[config.mk]
export PLATFORM = sky130hd
export DESIGN_NAME = weighted_history_pose_predictor
export DESIGN_NICKNAME = d
export VERILOG_FILES = /design/src/whpp_pkg.sv /design/src/whpp_ram.sv /design/src/whpp_div.sv /design/src/weighted_history_pose_predictor.sv
export SDC_FILE = /design/constraint.sdc
export NUM_CORES = 2
export LEC_CHECK = 0
export ABC_AREA = 1
export BUFFER_PORTS_ARGS = -buffer_cell sky130_fd_sc_hd__buf_4
export CORE_MARGIN = 5
export CORE_UTILIZATION = 45
export CTS_BUF_LIST = sky130_fd_sc_hd__clkbuf_4
export DETAILED_ROUTE_END_ITERATION = 8
export PLACE_DENSITY = 0.63
export SLEW_MARGIN = 20
export SYNTH_ARGS = -nofsm -noshare
export SYNTH_HDL_FRONTEND = slang
export SYNTH_HIERARCHICAL = 1
export SYNTH_SLANG_ARGS = --single-unit
[constraint.sdc]
create_clock -name clk_i -period 9.1 [get_ports clk_i]
set_input_delay 1.82 -clock clk_i [delete_from_list [all_inputs] [get_ports clk_i]]
set_output_delay 1.82 -clock clk_i [all_outputs]
set_load 0.02 [all_outputs]
[src/whpp_pkg.sv]
// Shared types, sizes and state encoding of the weighted history pose predictor.
package whpp_pkg;

  localparam int HIST_DEPTH = 16;
  localparam int AXES       = 6;
  localparam int VAL_W      = 32;
  localparam int PTR_W      = (HIST_DEPTH > 1) ? $clog2(HIST_DEPTH) : 1;
  localparam int CNT_W      = $clog2(HIST_DEPTH + 1);
  localparam int AXIS_W     = $clog2(AXES);
  localparam int FACT_MAX   = HIST_DEPTH * (HIST_DEPTH + 1) / 2;
  localparam int FACT_W     = $clog2(FACT_MAX + 1);
  localparam int SUM_W      = VAL_W + FACT_W + 1;
  localparam int PROD_W     = VAL_W + CNT_W + 1;
  localparam int ROW_W      = AXES * VAL_W;

  localparam logic OP_STORE   = 1'b0;
  localparam logic OP_PREDICT = 1'b1;

  typedef struct packed {
    logic               operation;
    logic signed [31:0] x_in;
    logic signed [31:0] y_in;
    logic signed [31:0] z_in;
    logic signed [31:0] roll_in;
    logic signed [31:0] pitch_in;
    logic signed [31:0] yaw_in;
  } in_item_t;

  typedef struct packed {
    logic signed [31:0] x_out;
    logic signed [31:0] y_out;
    logic signed [31:0] z_out;
    logic signed [31:0] roll_out;
    logic signed [31:0] pitch_out;
    logic signed [31:0] yaw_out;
    logic               history_empty;
  } out_item_t;

  typedef enum logic [1:0] {
    ST_IDLE,
    ST_MAC,
    ST_DIV,
    ST_OUT
  } state_e;

endpackage

[src/whpp_ram.sv]
// Generic simple dual-port RAM with registered read.
module whpp_ram #(
  parameter int WIDTH = 32,
  parameter int DEPTH = 16
) (
  input  logic                            clk_i,
  input  logic                            we_i,
  input  logic [$clog2(DEPTH > 1 ? DEPTH : 2)-1:0] waddr_i,
  input  logic [WIDTH-1:0]                wdata_i,
  input  logic [$clog2(DEPTH > 1 ? DEPTH : 2)-1:0] raddr_i,
  output logic [WIDTH-1:0]                rdata_o
);

  logic [WIDTH-1:0] mem_q [DEPTH];

  always_ff @(posedge clk_i) begin
    if (we_i) begin
      mem_q[waddr_i] <= wdata_i;
    end
    rdata_o <= mem_q[raddr_i];
  end

endmodule

[src/whpp_div.sv]
// Bit-serial restoring divider: signed weighted sum by positive weight total.
module whpp_div (
  input  logic                            clk_i,
  input  logic                            rst_ni,
  input  logic                            start_i,
  input  logic signed [whpp_pkg::SUM_W-1:0] dividend_i,
  input  logic [whpp_pkg::FACT_W-1:0]     divisor_i,
  output logic                            done_o,
  output logic signed [whpp_pkg::VAL_W-1:0] quotient_o
);

  localparam int SW     = whpp_pkg::SUM_W;
  localparam int FW     = whpp_pkg::FACT_W;
  localparam int VW     = whpp_pkg::VAL_W;
  localparam int STEP_W = $clog2(SW);

  logic              busy_q, busy_d;
  logic              done_q, done_d;
  logic [STEP_W-1:0] step_q, step_d;
  logic              neg_q, neg_d;
  logic [SW-1:0]     quo_q, quo_d;
  logic [FW-1:0]     rem_q, rem_d;
  logic [FW-1:0]     div_q, div_d;
  logic [FW:0]       rem_sh;
  logic              ge;
  logic [VW-1:0]     mag;

  always_comb begin
    busy_d = busy_q;
    done_d = 1'b0;
    step_d = step_q;
    neg_d  = neg_q;
    quo_d  = quo_q;
    rem_d  = rem_q;
    div_d  = div_q;
    rem_sh = {rem_q, quo_q[SW-1]};
    ge     = (rem_sh >= {1'b0, div_q});
    if (start_i) begin
      busy_d = 1'b1;
      step_d = '0;
      neg_d  = dividend_i[SW-1];
      quo_d  = dividend_i[SW-1] ? SW'(-dividend_i) : SW'(dividend_i);
      rem_d  = '0;
      div_d  = divisor_i;
    end else if (busy_q) begin
      // shift one dividend bit into the partial remainder, subtract if it fits
      rem_d  = ge ? FW'(rem_sh - {1'b0, div_q}) : FW'(rem_sh);
      quo_d  = {quo_q[SW-2:0], ge};
      step_d = step_q + 1'b1;
      if (step_q == STEP_W'(SW - 1)) begin
        busy_d = 1'b0;
        done_d = 1'b1;
      end
    end
  end

  always_ff @(posedge clk_i or negedge rst_ni) begin
    if (!rst_ni) begin
      busy_q <= 1'b0;
      done_q <= 1'b0;
      step_q <= '0;
    end else begin
      busy_q <= busy_d;
      done_q <= done_d;
      step_q <= step_d;
    end
  end

  always_ff @(posedge clk_i) begin
    neg_q <= neg_d;
    quo_q <= quo_d;
    rem_q <= rem_d;
    div_q <= div_d;
  end

  // truncation toward zero: negate the magnitude quotient
  assign mag        = quo_q[VW-1:0];
  assign quotient_o = neg_q ? VW'(-mag) : mag;
  assign done_o     = done_q;

endmodule

[src/weighted_history_pose_predictor.sv]
// Top level of the weighted history pose predictor.
// Usage:
//   Input channel in_valid_i / in_stall_o / in_data_i carries one transaction per
//   item. operation = store writes x..yaw into a 16-entry ring (oldest entry is
//   overwritten once full) and gives no result. operation = predict gives one
//   result transaction on out_valid_o / out_stall_i / out_data_o: per axis the
//   linearly weighted average of the stored entries (weight 1 for the oldest up
//   to n for the newest, divided by n*(n+1)/2, truncated toward zero). With no
//   entries stored the result is all zeros with history_empty set, in the cycle
//   after acceptance.
// A prediction with n entries: each axis walks the ring through one
//   multiply-accumulate unit fed by the history RAM (one entry per cycle, plus
//   the registered-read bubble and a handoff), then a bit-serial divider takes
//   one bit of the 41-bit weighted sum per cycle and returns the quotient.
// in_stall_o is high from acceptance of a prediction until its result is
//   taken; one item is in work at a time.
// The result holds stable while out_stall_i is high.
// Reset clears the ring pointer and entry count; RAM contents stay undefined
//   and are never read before being written.
module weighted_history_pose_predictor (
  input  logic                clk_i,
  input  logic                rst_ni,
  input  logic                in_valid_i,
  output logic                in_stall_o,
  input  whpp_pkg::in_item_t  in_data_i,
  output logic                out_valid_o,
  input  logic                out_stall_i,
  output whpp_pkg::out_item_t out_data_o
);

  localparam int PW = whpp_pkg::PTR_W;
  localparam int CW = whpp_pkg::CNT_W;
  localparam int AW = whpp_pkg::AXIS_W;
  localparam int VW = whpp_pkg::VAL_W;
  localparam int SW = whpp_pkg::SUM_W;
  localparam int FW = whpp_pkg::FACT_W;

  whpp_pkg::state_e state_q, state_d;

  logic          in_acc;
  logic          store_go;
  logic          pred_go;

  // ring bookkeeping
  logic [PW-1:0] wp_q, wp_d;
  logic [CW-1:0] cnt_q, cnt_d;
  logic [PW-1:0] oldest;

  // accumulation walk
  logic [PW-1:0] rd_ptr_q, rd_ptr_d;
  logic [CW-1:0] iss_q, iss_d;
  logic          pend_q, pend_d;
  logic [CW-1:0] wt_q, wt_d;
  logic [AW-1:0] axis_q, axis_d;
  logic signed [SW-1:0] acc_q, acc_d;
  logic [FW-1:0] fact_q, fact_d;
  logic          empty_q, empty_d;
  logic [2*CW-1:0] nn;

  logic signed [VW-1:0]                 res_q [whpp_pkg::AXES];
  logic signed [VW-1:0]                 val;
  logic signed [whpp_pkg::PROD_W-1:0]   prod;

  logic [whpp_pkg::ROW_W-1:0] ram_wdata, ram_rdata;

  logic                 mac_last;
  logic                 div_start;
  logic                 div_done;
  logic signed [VW-1:0] div_quo;

  assign in_acc   = in_valid_i && !in_stall_o;
  assign store_go = in_acc && (in_data_i.operation == whpp_pkg::OP_STORE);
  assign pred_go  = in_acc && (in_data_i.operation == whpp_pkg::OP_PREDICT);

  // Pack one measurement per RAM row, x in the low word.
  assign ram_wdata = {in_data_i.yaw_in, in_data_i.pitch_in, in_data_i.roll_in,
                      in_data_i.z_in, in_data_i.y_in, in_data_i.x_in};

  whpp_ram #(
    .WIDTH(whpp_pkg::ROW_W),
    .DEPTH(whpp_pkg::HIST_DEPTH)
  ) u_hist (
    .clk_i  (clk_i),
    .we_i   (store_go),
    .waddr_i(wp_q),
    .wdata_i(ram_wdata),
    .raddr_i(rd_ptr_q),
    .rdata_o(ram_rdata)
  );

  // Oldest valid slot: write pointer minus entry count, modulo ring depth.
  always_comb begin
    if (CW'(wp_q) >= cnt_q) begin
      oldest = PW'(CW'(wp_q) - cnt_q);
    end else begin
      oldest = PW'(CW'(wp_q) + CW'(whpp_pkg::HIST_DEPTH) - cnt_q);
    end
  end

  // Axis word of the row returned by the RAM, weighted by its position.
  assign val  = ram_rdata[axis_q*VW +: VW];
  assign prod = val * $signed({1'b0, wt_q});
  assign nn   = cnt_q * (cnt_q + 1'b1);

  // Walk done once every entry is issued and the last read is accumulated.
  assign mac_last  = (iss_q == cnt_q) && !pend_q;
  assign div_start = (state_q == whpp_pkg::ST_MAC) && mac_last;

  whpp_div u_div (
    .clk_i     (clk_i),
    .rst_ni    (rst_ni),
    .start_i   (div_start),
    .dividend_i(acc_q),
    .divisor_i (fact_q),
    .done_o    (div_done),
    .quotient_o(div_quo)
  );

  // Next state.
  always_comb begin
    state_d = state_q;
    unique case (state_q)
      whpp_pkg::ST_IDLE: begin
        if (pred_go) begin
          state_d = (cnt_q == '0) ? whpp_pkg::ST_OUT : whpp_pkg::ST_MAC;
        end
      end
      whpp_pkg::ST_MAC: begin
        if (mac_last) begin
          state_d = whpp_pkg::ST_DIV;
        end
      end
      whpp_pkg::ST_DIV: begin
        if (div_done) begin
          state_d = (axis_q == AW'(whpp_pkg::AXES - 1)) ? whpp_pkg::ST_OUT
                                                        : whpp_pkg::ST_MAC;
        end
      end
      whpp_pkg::ST_OUT: begin
        if (!out_stall_i) begin
          state_d = whpp_pkg::ST_IDLE;
        end
      end
      default: state_d = whpp_pkg::ST_IDLE;
    endcase
  end

  // Datapath and bookkeeping updates.
  always_comb begin
    wp_d     = wp_q;
    cnt_d    = cnt_q;
    rd_ptr_d = rd_ptr_q;
    iss_d    = iss_q;
    pend_d   = 1'b0;
    wt_d     = wt_q;
    axis_d   = axis_q;
    acc_d    = acc_q;
    fact_d   = fact_q;
    empty_d  = empty_q;
    unique case (state_q)
      whpp_pkg::ST_IDLE: begin
        if (store_go) begin
          // advance the ring, saturate the count at the depth
          wp_d = (wp_q == PW'(whpp_pkg::HIST_DEPTH - 1)) ? '0 : wp_q + 1'b1;
          if (cnt_q != CW'(whpp_pkg::HIST_DEPTH)) begin
            cnt_d = cnt_q + 1'b1;
          end
        end
        if (pred_go) begin
          empty_d  = (cnt_q == '0);
          rd_ptr_d = oldest;
          iss_d    = '0;
          axis_d   = '0;
          acc_d    = '0;
          fact_d   = FW'(nn >> 1);
        end
      end
      whpp_pkg::ST_MAC: begin
        if (iss_q != cnt_q) begin
          // issue the next read; its weight is registered so it arrives with the RAM data
          rd_ptr_d = (rd_ptr_q == PW'(whpp_pkg::HIST_DEPTH - 1)) ? '0
                                                                : rd_ptr_q + 1'b1;
          iss_d    = iss_q + 1'b1;
          wt_d     = iss_q + 1'b1;
          pend_d   = 1'b1;
        end
        if (pend_q) begin
          acc_d = acc_q + SW'(prod);
        end
      end
      whpp_pkg::ST_DIV: begin
        if (div_done) begin
          // rewind the walk for the next axis
          axis_d   = axis_q + 1'b1;
          rd_ptr_d = oldest;
          iss_d    = '0;
          acc_d    = '0;
        end
      end
      whpp_pkg::ST_OUT: begin
      end
      default: begin
      end
    endcase
  end

  always_ff @(posedge clk_i or negedge rst_ni) begin
    if (!rst_ni) begin
      state_q <= whpp_pkg::ST_IDLE;
      wp_q    <= '0;
      cnt_q   <= '0;
      iss_q   <= '0;
      pend_q  <= 1'b0;
      axis_q  <= '0;
    end else begin
      state_q <= state_d;
      wp_q    <= wp_d;
      cnt_q   <= cnt_d;
      iss_q   <= iss_d;
      pend_q  <= pend_d;
      axis_q  <= axis_d;
    end
  end

  always_ff @(posedge clk_i) begin
    rd_ptr_q <= rd_ptr_d;
    wt_q     <= wt_d;
    acc_q    <= acc_d;
    fact_q   <= fact_d;
    empty_q  <= empty_d;
  end

  // Result words: clear on an empty-history request, fill one axis per division.
  always_ff @(posedge clk_i) begin
    if (pred_go && (cnt_q == '0)) begin
      for (int a = 0; a < whpp_pkg::AXES; a++) begin
        res_q[a] <= '0;
      end
    end else if ((state_q == whpp_pkg::ST_DIV) && div_done) begin
      res_q[axis_q] <= div_quo;
    end
  end

  assign in_stall_o  = (state_q != whpp_pkg::ST_IDLE);
  assign out_valid_o = (state_q == whpp_pkg::ST_OUT);

  assign out_data_o.x_out         = res_q[0];
  assign out_data_o.y_out         = res_q[1];
  assign out_data_o.z_out         = res_q[2];
  assign out_data_o.roll_out      = res_q[3];
  assign out_data_o.pitch_out     = res_q[4];
  assign out_data_o.yaw_out       = res_q[5];
  assign out_data_o.history_empty = empty_q;

endmodule

==> metrics.log <==
[metrics] number of enable flip-flop cells after synthesis: about 3,400
[metrics] nature of the critical path endpoint: register
[metrics] detailed-route wire length per cell: between 20 and 25 um
[metrics] final worst path period share: between 70% and 80%
[metrics] number of placed I/O pins: about 400
[metrics] first-pass GRT wire length: approximately 660 mm
[metrics] number of nets still failing antenna checks after routing: 0
[metrics] Die Area: 0.361 mm2
[metrics] number of instances in the synthesized netlist: approximately 15,000
[metrics] type of the tightest min-delay check: register to register
[metrics] number of warnings printed during yosys synthesis: 6
[metrics] clock root buffer: clkbuf_4
[metrics] kind of critical path: register to register
[metrics] Period minus WS final: about 6.8 ns
[metrics] peak per-stage delay on the critical path: about 1.1 ns
[metrics] Clk pin slew, worst setup/hold paths: ~0.07 ns
[metrics] multiplexer area fraction after synthesis: 0%
[metrics] total routing resource utilization after global routing: about a quarter
[metrics] setup violation total in the final timing report: 0
[metrics] final design instance area without fill: roughly 0.18 mm2
[metrics] top post-synthesis cells by count: nand2_1 (4,733), edfxtp_1 (3,373), nand3_1 (2,324), inv_1 (1,825), nor2_1 (652)
[metrics] effective utilization at floorplan: a little under half
[metrics] PwrDens: ~400 mW/mm2
[metrics] worst-path fanout max: about 100
[metrics] DRC: 0
[metrics] # port buffers: between 300 and 400
[metrics] final total negative setup slack: 0 ns
[metrics] worst slack on hold paths: 0.422 ns
[metrics] quantity of gates resized following cts: 0
[metrics] number of core rows: between 200 and 250
[metrics] fraction of synthesis flops using an asynchronous set or reset pin: less than 1%
[metrics] slew at the pin closest to its max-slew limit: between 1 and 1.5 ns
[metrics] final instance count without filler cells: approximately 21,000
[metrics] total wirelength of the detailed-routed design: roughly 450 mm
[metrics] worst clock skew: approximately 0.16 ns
[metrics] final-layout fill cell count: 30,800
[metrics] number of nets in the synthesized netlist: between 15,000 and 20,000
[metrics] clock latency reported for the late side of the worst-skew pair: ~1.7 ns
[metrics] outcome: complete, no violations
[metrics] net total in the final layout: between 15,000 and 20,000
[metrics] number of different library cells in the post-synthesis netlist: 57
[metrics] post-synth design cell area: between 0.15 and 0.2 mm2
[metrics] primary flip-flop cell chosen by synthesis mapping: edfxtp_1
[metrics] area of the placeable core: 0.347 mm2
[metrics] Hold Path Stages: 0
[metrics] setup slack of the most critical reg-to-reg path: 2.34 ns
[metrics] kind of start point of the critical path: register
[metrics] initial detailed-routing violation count: ~10,000
[metrics] total clock buffers created by CTS: 894
[metrics] series of cell instances along the critical path: inv_4, o21ai_0, o22ai_1, a2bb2oi_1, nor2_1, fa_1, inv_1, fa_1, inv_1, fa_1, inv_1, fa_1, inv_1, ha_1, nand2_1, nor2_1, nand3_1, nand2_1, nand2_1, nand3_2, nand2_1, a21oi_1, nor2_1
[metrics] per-cell via count in the routed design: about 5.2
[metrics] worst vdd ir: between 600 and 700 uV
[metrics] number of sinks on the clock net: around 3,600
[metrics] hold-critical path endpoint: u_div/div_q[7]$_DFFE_PP_
[metrics] number of cell instances on the worst register-to-register path: 23
[metrics] GP Congestion: 0.949
[metrics] main combinational cell family by area after synthesis: simple AND/OR/NAND/NOR gates
[metrics] iteration count of the initial detailed-routing pass: 6
[metrics] via count of the first global-routing pass: roughly 100k
[metrics] Placement Cell Area: ~0.16 mm2
[metrics] R2R Path Start: axis_q[0]$_DFFE_PN0P_
[metrics] vertical extent of the die: between 600 and 700 um
[metrics] cell taking the most area after synthesis: edfxtp_1
[metrics] Die X-Extent: 600 um
[metrics] synthesized-area fraction occupied by ao, oa, aoi and oai cells: around 1.4%
[metrics] number of slew-limit violations in the final report: 0
[metrics] share of the yosys chip area belonging to registers: about two thirds
[metrics] Avg Synthesized Cell Area: 10.6 um2
[metrics] area fraction in and, or, nand and nor cells after synthesis: 20.9%
[metrics] data arrival at the endpoint of the critical path: slightly above 8 ns
[metrics] total placed cells including tap cells: ~19,000
[metrics] count leader, synth: nand2_1
[metrics] Final HPWL DP: roughly 250 mm
[metrics] Worst EP required: between 10 and 15 ns
[metrics] total gr overflow: 0
[metrics] top-area cell type share of the netlist area: 64.6%
[metrics] synthesis-stage register bit count: roughly 3,600
[metrics] share of post-route cells with drive strength above 1: between 10% and 20%
[metrics] pin count of the biggest net entering global routing: approximately 200
[metrics] Longest Clk Path Bufs: 4
[metrics] clock tree from TritonCTS: yes
[metrics] fraction of synthesized cell area in xor and xnor cells: less than 1%
[metrics] endpoints failing hold: 0
[metrics] vias after detailed routing: about 110k
[metrics] worst-case headroom to the max-slew limit: approximately 22%
[metrics] startpoint of the lowest-slack hold path: fact_q[7]$_DFFE_PP_
[metrics] area added between synthesis and finish: 11.8%
[metrics] max-cap violation count: 0
[metrics] number of antenna violations at the first check in global routing: 90
[metrics] endpoint of the worst-slack reg-to-reg timing path: acc_q[40]$_SDFFCE_PN0P_
[metrics] Slowest-stage cell, CP: dfrtp_4
[metrics] Post-Synth Adder-Cell Area: between 2 and 3%
[metrics] setup repair after global routing missed its margin: no
[metrics] Static Leakage: 72.5 nW
[metrics] fmax: 148 MHz
[metrics] deepest level of the CTS H-tree: 6
[metrics] dominant cells by area after synthesis: edfxtp_1 (65%), nand2_1 (11%), nand3_1 (7.4%), inv_1 (4.4%), dfxtp_1 (2.6%)
[repair_timing]
action | CTS | global route
endpoints found under the hold margin | 28 | 0
setup buffers | 0 | 0
hold buffers | 1 | 0
[area by class of cell]
class	count	area, um2	share of cell area, %
Tap cell	4578	5730	3.27
Antenna cell	46	115	0.0656
Clock inverter	280	1610	0.919
Sequential cell	3601	106000	60.4
Multi-Input combinational cell	8559	40200	22.9
Timing Repair Buffer	536	4500	2.57
Inverter	1840	6950	3.96
Clock buffer	1367	10300	5.85
[sequential cells by signal, indices dropped and copies added (netlist names), 2 cells and up]
name	flops
acc_q	41
state_q	2
wp_q	4
u_hist/rdata_o	192
res_q	192
axis_q	3
wt_q	5
cnt_q	5
fact_q	8
rd_ptr_q	4
u_hist/mem_q	3072
iss_q	5
u_div/div_q	8
u_div/rem_q	8
u_div/step_q	6
u_div/quo_q	41
[through the flow]
step                setup WS [ns]  utilization (%)  total power, mW
floorplan                   -2.04                -             45.5
global placement             2.60             47.1             56.0
detailed placement           2.47             47.1             56.0
CTS                          2.49             50.6             69.9
global route                 1.93             50.6             75.7
finish                       2.34             50.6             69.9
[cell families (layout without fill, tap and decap cells)]
kind of cell | Yosys count | in the layout
simple gates | 7842 | 7842
flops | 3601 | 3601
buf+inv | 2575 | 4023
compound gates | 377 | 377
fa+ha+maj | 271 | 271
xor+xnor | 69 | 69
other cells | 0 | 46
[cells in the final DEF (no fill, tap or decap), types with 8 or more instances in the layout]
| master | synthesis | layout |
|---|---|---|
| nand2_1 | 4733 | 4729 |
| edfxtp_1 | 3373 | 3373 |
| nand3_1 | 2324 | 2324 |
| inv_1 | 1825 | 1824 |
| clkbuf_4 | 0 | 1367 |
| nor2_1 | 652 | 633 |
| buf_4 | 79 | 497 |
| dfxtp_1 | 200 | 200 |
| clkinv_1 | 2 | 192 |
| o21ai_0 | 190 | 190 |
| fa_1 | 148 | 148 |
| ha_1 | 123 | 123 |
| a21oi_1 | 89 | 89 |
| xor2_1 | 55 | 55 |
| diode_2 | 0 | 46 |
| or2_2 | 41 | 41 |
| o22ai_1 | 38 | 38 |
| buf_12 | 0 | 38 |
| clkinv_2 | 0 | 28 |
| dfrtp_1 | 28 | 26 |
| inv_6 | 0 | 22 |
| nor2_4 | 3 | 20 |
| inv_2 | 12 | 18 |
| a2bb2oi_1 | 18 | 18 |
| nor3_1 | 19 | 18 |
| nor2_2 | 14 | 16 |
| xnor2_1 | 14 | 14 |
| nand4_1 | 13 | 13 |
| nand2_2 | 8 | 12 |
| a2bb2oi_2 | 10 | 10 |
| bufinv_16 | 0 | 10 |
| nand3_2 | 8 | 8 |
| clkinv_4 | 0 | 8 |
[power by group]
part	switching (mW)	internal, mW
clock	6.60	7.17
combinational	24.1	10.6
sequential	1.72	19.7
total	32.5	37.4
[worst max-delay path by stage]
stage,start,to,slack [ns],cells after the start
floorplan,in_valid_i,u_hist/mem_q[12][0]$_DFFE_PP_,-2.04,4
global placement,axis_q[0]$_DFFE_PN0P_,acc_q[39]$_SDFFCE_PN0P_,2.60,21
detailed placement,axis_q[0]$_DFFE_PN0P_,acc_q[39]$_SDFFCE_PN0P_,2.47,21
CTS,axis_q[0]$_DFFE_PN0P_,acc_q[39]$_SDFFCE_PN0P_,2.49,21
global route,axis_q[0]$_DFFE_PN0P_,acc_q[32]$_SDFFCE_PN0P_,1.93,23
finish,axis_q[0]$_DFFE_PN0P_,acc_q[40]$_SDFFCE_PN0P_,2.34,23
[routing by layer]
| layer | global-route usage [%] | share of wire (%) | vias up |
|---|---|---|---|
| met5 | 0 | 0.084 | - |
| met4 | 10.6 | 3.9 | 58 |
| met3 | 5.40 | 8.7 | 847 |
| met2 | 38.4 | 47 | 4495 |
| met1 | 32.3 | 41 | 51800 |
| li1 | - | - | 50600 |
[worst max-delay path, delay by kind of cell (launching register included)]
| family | cells | cell delay, ns |
|---|---|---|
| fa+ha+maj | 5 | 2.44 |
| simple gates | 9 | 1.10 |
| flops | 1 | 1.07 |
| compound gates | 4 | 1.04 |
| buf+inv | 5 | 0.78 |
Power figures use the tool's default switching activity.
